--- config.mk ---
export PLATFORM = sky130hd
export DESIGN_NAME = wwks_accum
export DESIGN_NICKNAME = d
export VERILOG_FILES = /design/src/rtl/wwks_pkg.sv /design/src/rtl/wwks_accum.sv
export SDC_FILE = /design/constraint.sdc
export NUM_CORES = 1
export LEC_CHECK = 0
export CORE_MARGIN = 2
export CORE_UTILIZATION = 63
export CTS_CLUSTER_SIZE = 8
export DETAILED_ROUTE_END_ITERATION = 16
export DONT_BUFFER_PORTS = 1
export HOLD_SLACK_MARGIN = 0.1
export PLACE_DENSITY = 0.86
export SLEW_MARGIN = 40
export SYNTH_ARGS = -nofsm -noshare
export SYNTH_HDL_FRONTEND = slang
export SYNTH_SLANG_ARGS = --single-unit
--- constraint.sdc ---
create_clock -name clk -period 8.9 [get_ports clk]
set_clock_uncertainty 0.15 [all_clocks]
set_input_delay 1.78 -clock clk [delete_from_list [all_inputs] [get_ports clk]]
set_output_delay 1.78 -clock clk [all_outputs]
set_load 0.02 [all_outputs]
--- src/rtl/wwks_pkg.sv ---
// Shared types and constants for the wedge weighted k-point sum block.
package wwks_pkg;

  localparam int ACC_W      = 56;
  localparam int FREQ_W     = 16;
  localparam int FCOUNT_W   = 17;
  localparam int SIDE_REG_W = 9;
  localparam int RECIP_W    = 32;
  localparam int CFG_IDX_W  = 2;
  localparam int CFG_DATA_W = 32;

  localparam logic [CFG_IDX_W-1:0] REG_GRID_SIDE      = 2'd0;
  localparam logic [CFG_IDX_W-1:0] REG_NORM_RECIPROCAL = 2'd1;
  localparam logic [CFG_IDX_W-1:0] REG_FREQ_COUNT     = 2'd2;

  localparam logic [SIDE_REG_W-1:0] GRID_SIDE_RST      = 9'd2;
  localparam logic [RECIP_W-1:0]    NORM_RECIPROCAL_RST = 32'h4000_0000;
  localparam logic [FCOUNT_W-1:0]   FREQ_COUNT_RST     = 17'd1;

  // Largest frequency count that has any effect.
  localparam logic [FCOUNT_W-1:0]   FREQ_COUNT_MAX     = 17'h1_0000;

  typedef struct packed {
    logic [SIDE_REG_W-1:0] grid_side;
    logic [RECIP_W-1:0]    norm_reciprocal;
    logic [FCOUNT_W-1:0]   freq_count;
  } wwks_cfg_t;

  // Completed row sums handed from the accumulator to the scaling pipeline.
  typedef struct packed {
    logic              valid;
    logic [ACC_W-1:0]  sum_re;
    logic [ACC_W-1:0]  sum_im;
    logic [FREQ_W-1:0] freq_index;
    logic              last;
  } wwks_row_t;

endpackage

--- src/rtl/wwks_accum.sv ---
// Wedge position counters, symmetry weighting and row accumulation.
module wwks_accum #(
  parameter int MAX_SIDE    = 256,
  parameter int SAMPLE_BITS = 32
) (
  input  logic                          clk,
  input  logic                          rst,
  input  wwks_pkg::wwks_cfg_t           cfg,
  input  logic                          adv,
  input  logic                          take,
  input  logic signed [SAMPLE_BITS-1:0] sample_re,
  input  logic signed [SAMPLE_BITS-1:0] sample_im,
  output wwks_pkg::wwks_row_t           row
);

  localparam int ACC_W  = wwks_pkg::ACC_W;
  localparam int FREQ_W = wwks_pkg::FREQ_W;
  localparam int FC_W   = wwks_pkg::FCOUNT_W;
  localparam int POS_W  = (MAX_SIDE > 2) ? $clog2(MAX_SIDE) : 1;
  localparam int SIDE_W = $clog2(MAX_SIDE + 1);
  localparam int CMP_W  = (SIDE_W > wwks_pkg::SIDE_REG_W) ? SIDE_W : wwks_pkg::SIDE_REG_W;
  localparam logic [CMP_W-1:0] SIDE_MAX = CMP_W'(MAX_SIDE);

  logic [POS_W-1:0]  row_pos;
  logic [POS_W-1:0]  col_pos;
  logic [ACC_W-1:0]  acc_re;
  logic [ACC_W-1:0]  acc_im;
  logic [FREQ_W-1:0] freq_pos;

  logic [CMP_W-1:0]  side_raw;
  logic [CMP_W-1:0]  side;
  logic [CMP_W-1:0]  side_m1;
  logic [FC_W-1:0]   nfreq;
  logic [FC_W-1:0]   freq_inc;
  logic              last_row;
  logic              diag;
  logic              row_end;
  logic              last;
  logic [1:0]        shamt;
  logic [ACC_W-1:0]  ext_re;
  logic [ACC_W-1:0]  ext_im;
  logic [ACC_W-1:0]  acc_re_next;
  logic [ACC_W-1:0]  acc_im_next;

  always_comb begin
    side_raw = CMP_W'(cfg.grid_side);
    if (side_raw == '0) begin
      side = CMP_W'(1);
    end else if (side_raw > SIDE_MAX) begin
      side = SIDE_MAX;
    end else begin
      side = side_raw;
    end
    side_m1 = side - CMP_W'(1);

    if (cfg.freq_count == '0) begin
      nfreq = FC_W'(1);
    end else if (cfg.freq_count > wwks_pkg::FREQ_COUNT_MAX) begin
      nfreq = wwks_pkg::FREQ_COUNT_MAX;
    end else begin
      nfreq = cfg.freq_count;
    end

    last_row = CMP_W'(row_pos) >= side_m1;
    diag     = col_pos >= row_pos;
    row_end  = diag && last_row;
    freq_inc = {1'b0, freq_pos} + FC_W'(1);
    last     = freq_inc >= nfreq;

    // Weights in quarters: 1 at the origin, 2 on the far corner, 4 on the
    // diagonal and along the last row away from column zero, 8 elsewhere.
    if (row_pos == '0 && col_pos == '0) begin
      shamt = 2'd0;
    end else if (diag) begin
      shamt = last_row ? 2'd1 : 2'd2;
    end else if (last_row && col_pos != '0) begin
      shamt = 2'd2;
    end else begin
      shamt = 2'd3;
    end

    ext_re      = {{(ACC_W-SAMPLE_BITS){sample_re[SAMPLE_BITS-1]}}, sample_re};
    ext_im      = {{(ACC_W-SAMPLE_BITS){sample_im[SAMPLE_BITS-1]}}, sample_im};
    acc_re_next = acc_re + (ext_re << shamt);
    acc_im_next = acc_im + (ext_im << shamt);
  end

  always_ff @(posedge clk) begin
    if (rst) begin
      row_pos  <= '0;
      col_pos  <= '0;
      acc_re   <= '0;
      acc_im   <= '0;
      freq_pos <= '0;
    end else if (take) begin
      if (!diag) begin
        col_pos <= col_pos + POS_W'(1);
        acc_re  <= acc_re_next;
        acc_im  <= acc_im_next;
      end else if (!last_row) begin
        col_pos <= '0;
        row_pos <= row_pos + POS_W'(1);
        acc_re  <= acc_re_next;
        acc_im  <= acc_im_next;
      end else begin
        col_pos  <= '0;
        row_pos  <= '0;
        acc_re   <= '0;
        acc_im   <= '0;
        freq_pos <= last ? '0 : freq_inc[FREQ_W-1:0];
      end
    end
  end

  always_ff @(posedge clk) begin
    if (rst) begin
      row.valid <= 1'b0;
    end else if (adv) begin
      row.valid <= take && row_end;
    end
    if (adv) begin
      row.sum_re     <= acc_re_next;
      row.sum_im     <= acc_im_next;
      row.freq_index <= freq_pos;
      row.last       <= last;
    end
  end

endmodule

Word-level counts from Yosys, hierarchy flattened. Index checks and enable logic that the tools add are counted. W data, S select, Z words.

Flip-flop bits (word level): 274. Input bits: 126.

Add/subtract/negate cells: 6. Order comparisons: 5. Shift operators: 2. Multiplexer cells: 15. Reduce and logical (&&, ||, !) cells: 11.

Operator list (count): $mux W56 (4); $add A56 B56 Y56 (2); $shl A56 B2 Y56 (2); $mux W17 (2); $mux W9 (2); $add A16 B1 Y17 const B (1); $ge A17 B17 Y1 (1); $gt A17 B17 Y1 const B (1); $logic_not A17 Y1 (1); $add A8 B1 Y8 const B (2); $logic_not A8 Y1 (2); $mux W16 (1); $mux W8 (2); $ge A8 B9 Y1 (1); $gt A9 B9 Y1 const B (1); $logic_not A9 Y1 (1); $sub A9 B1 Y9 const B (1); $ge A8 B8 Y1 (1); $reduce_bool A8 Y1 (1); $mux W2 (3); $logic_and A1 B1 Y1 (4); $reduce_and A3 Y1 (1); $reduce_and A2 Y1 (1); $mux W1 (1).

Logic depth before layout (Yosys ltp).
Word-level depth: 13. Depth in mapped cells: 34. Mapped depth without buffers: 30.

Worst setup path before layout. Ideal clock, no wire load.

Kind: in2reg. From: in cfg[51] (netlist name). To: reg acc_im[52]. Library setup time: 0.117 ns. Data arrival time: 7.902 ns. Data required time: 8.633 ns. Setup slack: 0.732 ns. Stages: 34. Path buffers: 4. Path through: nor3_1 > nand2b_1 > nor4_1 > o21ai_0 > ha_1 > clkbuf_1 > o21a_1 > a31oi_1 > ha_1 > nor3_1 > nor2_1 > o21ai_0 > a21oi_1 > o21ai_1 > nor2_1 > mux2_2 > nor2b_1 > clkbuf_1 > buf_2 > mux2i_1 > a21oi_1 > ha_1 > clkbuf_1 > a21o_1 > a21o_1 > o41a_1 > a21o_1 > a21oi_1 > o21ai_0 > a31o_1 > a311o_1 > a41oi_2 > xnor2_1 > a22o_1.

Word-level cells in the longest chain between the ends: 13. Elaborated cells on any way between the ends: 15. Those cells by class: add/sub: 2; order compare: 2; shift: 1; mux: 8; reduce/logical: 2.

Ends and longest elaborated chain: from (decl) (RTL line wwks_accum.sv:8) `input wwks_pkg::wwks_cfg_t cfg,`; $gt A9 B9 Y1 (RTL line wwks_accum.sv:49) `end else if (side_raw > SIDE_MAX) begin`; $mux W9 (RTL line wwks_accum.sv:49); $mux W9 * (RTL line wwks_accum.sv:47) `if (side_raw == '0) begin`; $sub A9 B1 Y9 * (RTL line wwks_accum.sv:54) `side_m1 = side - CMP_W'(1);`; $ge A8 B9 Y1 * (RTL line wwks_accum.sv:64) `last_row = CMP_W'(row_pos) >= side_m1;`; $logic_and A1 B1 Y1 (RTL line wwks_accum.sv:76) `end else if (last_row && col_pos != '0) begin`; $mux W1 (RTL line wwks_accum.sv:76); $mux W2 * (RTL line wwks_accum.sv:74) `end else if (diag) begin`; $mux W2 * (RTL line wwks_accum.sv:72) `if (row_pos == '0 && col_pos == '0) begin`; $shl A56 B2 Y56 * (RTL line wwks_accum.sv:85) `acc_im_next = acc_im + (ext_im << shamt);`; $add A56 B56 Y56 * (RTL line wwks_accum.sv:85); via acc_im_next[52] (RTL line wwks_accum.sv:43) `logic [ACC_W-1:0] acc_im_next;`; $mux W56 (RTL line wwks_accum.sv:100) `end else if (!last_row) begin`; $mux W56 * (RTL line wwks_accum.sv:96) `if (!diag) begin`; to (signal assigned) (RTL line wwks_accum.sv:99) `acc_im <= acc_im_next;`; to (signal assigned) (RTL line wwks_accum.sv:104) `acc_im <= acc_im_next;`; to (decl) (RTL line wwks_accum.sv:27) `logic [ACC_W-1:0] acc_im;`.

The timed path passes the listed nets; every way through them passes the cells marked *. A chain may end at the register's enable or synchronous reset.

Final worst setup path. Ends and elaborated chain as after synthesis.

==> qor.txt <==
Status - finished clean
Vias in the first global route - 13.9k
Compound-Gate Fraction of Synth Area - 0.207
Total congestion overflow - 0
Critical path class - input port to register
Pins Over Slew Limit - 0
XOR/XNOR Fraction of Synth Area - 0.0681
Fin Setup TNS - 0 ns
Adder-cell share of the synthesized area - 0.109
Final Setup Violations - 0
Min Tclk post-route - 8.28 ns
Critical path buffers and inverters - 1
Crit path from - cfg[51]
Clock Path Buffers - 3
Post-synthesis simple-gate area fraction - 0.129
Slew of the pin with the lowest slew margin - 0.780 ns
Synth Instances - 1839
Setup crit start kind - input port
CTS Root Cell - clkbuf_16
Slew headroom - 0.480
Final Cycle Share - 0.931
Library cells used by synthesis - 73
Fmax - 121 MHz
Most frequent cells in the layout - a21oi_1 (164), ha_1 (149), dfxtp_1 (145), nand2_1 (132), edfxtp_1 (129)
Layout cells sized above 1 - 0.0509
CTS buffer count - 40
Routed vias/inst - 6.46
Synth Cell Area - 0.0175 mm2
Hold crit path type - register to register
Most common cell on crit path - ha_1
Post-synthesis mux area share - 0.0706
First-pass GRT wire length - 70400 um
Die height - 171 um
Seq/Total Area, Yosys - 0.387
Worst-path clk slew - 0.05 ns
Syn Nets - 2116
Pin count of the biggest net entering global routing - 132
Pleak - 0.00800 uW
Most common cell after layout, fill and taps aside - a21oi_1
Met1 WL - 18300 um
# fillers - 2019
Switching share of total power - 0.419
Hold-fix buffers, CTS - 0
RSZ-0062 raised after global routing - false
Sw Pwr - 2910 uW
Initial Util - 0.645
DIE AREA - 0.0291 mm2
CTS Sinks - 274
Worst-skew pair later-pin latency - 0.52 ns
Internal power - 4040 uW
Core Area - 0.0271 mm2
Async SR Flop Fraction - 0
Post-route cell area - 0.0191 mm2
Critical Path Max Stage Delay - 0.38 ns
Routed Wire Length - 44000 um
CP Max Fanout - 31
RePlAce Congestion - 0.942
Hold_sp - acc_im[4]$_SDFFE_PP0P_
Tot GR Track Use - 0.298
Final ANT Viol Nets - 0
CP max-delay cell - a211oi_2
DP Area - 0.0179 mm2
EDFF count, synth - 129
Gate power share - 0.444
Area Growth Syn to Fin - 8.97%
Ys Warns - 0
Peak VDD IR - 0.232 mV
FF+latch area - 0.00678 mm2
Worst Path Arrival - 8.54 ns
1st-iter DRT viols - 1039
Power share of the clock group - 0.207
Synthesized area per cell - 9.51 um2
Post-layout nets - 2094
Die Wd - 171 um
DR WL met2 - 20800 um
Ports - 256
Worst EP required - 9.15 ns
CP endpoint kind - register
Final Hold Viols - 0
# diodes - 0
Share of power burned in registers - 0.348
Port bufs - 0
# DRC - 0
PD cells - 365 mW/mm2
Largest family of logic cells by synthesized area - compound AO/OA/AOI/OAI gates
Row cnt - 60
Synth Flop Type - dfxtp_1
TritonCTS clock tree - yes
Via count - 14.3k
Post-DR wirelength/cell - 19.8 um
Seq cells post-synth - 274
DP HPWL - 31200 um
Multi-input combinational cell area - 0.0102 mm2
Max-Cap Viols - 0
RR Startpoint - col_pos[0]$_SDFFE_PP0P_
Top delay family on crit path - compound AO/OA/AOI/OAI gates
TritonRoute pass-1 iters - 5
Top Layer Used - met4
Initial antenna violation count - 0
DR WL met3 - 3960 um
H-tree levels - 2
worst paths after layout:
path / endpoint / slack (ns) / cells past startpoint
setup / recovery: acc_im[52]$_SDFFE_PP0P_ / 0.62 / 31
setup reg to reg: acc_im[52]$_SDFFE_PP0P_ / 2.65 / 25
hold reg to reg: acc_im[4]$_SDFFE_PP0P_ / 0.31 / 2
hold / removal: acc_im[4]$_SDFFE_PP0P_ / 0.31 / 2
layout make-up:
type / instances / share of cell area
Inverter: 49 / 0.00965
Multi-Input combinational cell: 1431 / 0.538
Tap cell: 372 / 0.0244
Clock inverter: 3 / 0.00249
Timing Repair Buffer: 21 / 0.0109
Sequential cell: 274 / 0.356
Clock buffer: 69 / 0.0593
metrics by stage:
step | setup slack [ns] | utilization | hold WS [ns] | total power, uW | instances
2_1_floorplan | 0.732 | - | 0.295 | 4690 | 1839
3_3_place_gp | 0.231 | 0.659 | 0.298 | 5360 | 2147
3_5_place_dp | 0.00440 | 0.659 | 0.306 | 5440 | 2147
4_1_cts | 0.503 | 0.702 | 0.315 | 6900 | 2219
5_1_grt | 0.0846 | 0.703 | 0.329 | 7360 | 2219
6_report | 0.617 | 0.703 | 0.312 | 6950 | 2219
state kept, by name, indices dropped and copies added (netlist names):
register and cells:
col_pos 8, freq_pos 16, row_pos 8, acc_im 56, acc_re 56, row 130
worst reg2reg max path, delay by kind of cell, from the launching register on:
kind	cells	cell delay, ns
compound gates	14	3.20
mux	3	0.88
fa+ha+maj	2	0.64
flops	1	0.45
simple gates	3	0.37
buf+inv	2	0.34
xor+xnor	1	0.10
cells by family after synthesis:
group / count (synthesis)
and+or+nand+nor: 476
AOI/OAI and AO/OA: 545
buffers and inverters: 134
muxes: 123
xor gates and xnor gates: 136
DFF: 274
adders and majority gates: 151
per-layer routing:
metal | GRT usage | up-vias
li1 | - | 6847
met1 | 0.382 | 6828
met2 | 0.501 | 570
met3 | 0.0712 | 79
met4 | 0.0881 | 0
met5 | 0 | -
power groups by stage:
stage	sequential (uW)	clock [uW]	combinational, uW
finish	2420	1440	3090
global route	2460	1500	3390
CTS	2420	1450	3030
detailed placement	2440	0	3000
global placement	2430	0	2940
floorplan	2340	0	2350
synth_stat cells (10+ instances only):
cell type,instances,area share
nand4_1,24,0.0086
nor4_1,10,0.0036
a21o_1,68,0.029
o21a_1,13,0.0056
nor2b_1,12,0.0043
a22o_1,62,0.031
and3_1,21,0.0075
o21bai_1,16,0.0069
xor2_1,56,0.028
nand2b_1,17,0.0061
inv_1,49,0.011
mux2i_1,120,0.069
nand3_1,63,0.018
xnor2_1,80,0.040
nor3_1,28,0.0080
o21ai_0,78,0.022
ha_1,149,0.11
a21oi_1,164,0.047
edfxtp_1,129,0.22
dfxtp_1,145,0.17
and2_1,10,0.0036
clkbuf_1,71,0.015
a31oi_1,23,0.0082
a22oi_1,33,0.014
nor2_1,127,0.027
nand2_1,132,0.028
repair_timing:
action,CTS,global route
setup buffers,0,0
setup endpoints to repair,0,12
resized for setup,0,6
No activity file was read; power rests on OpenSTA's default activity.
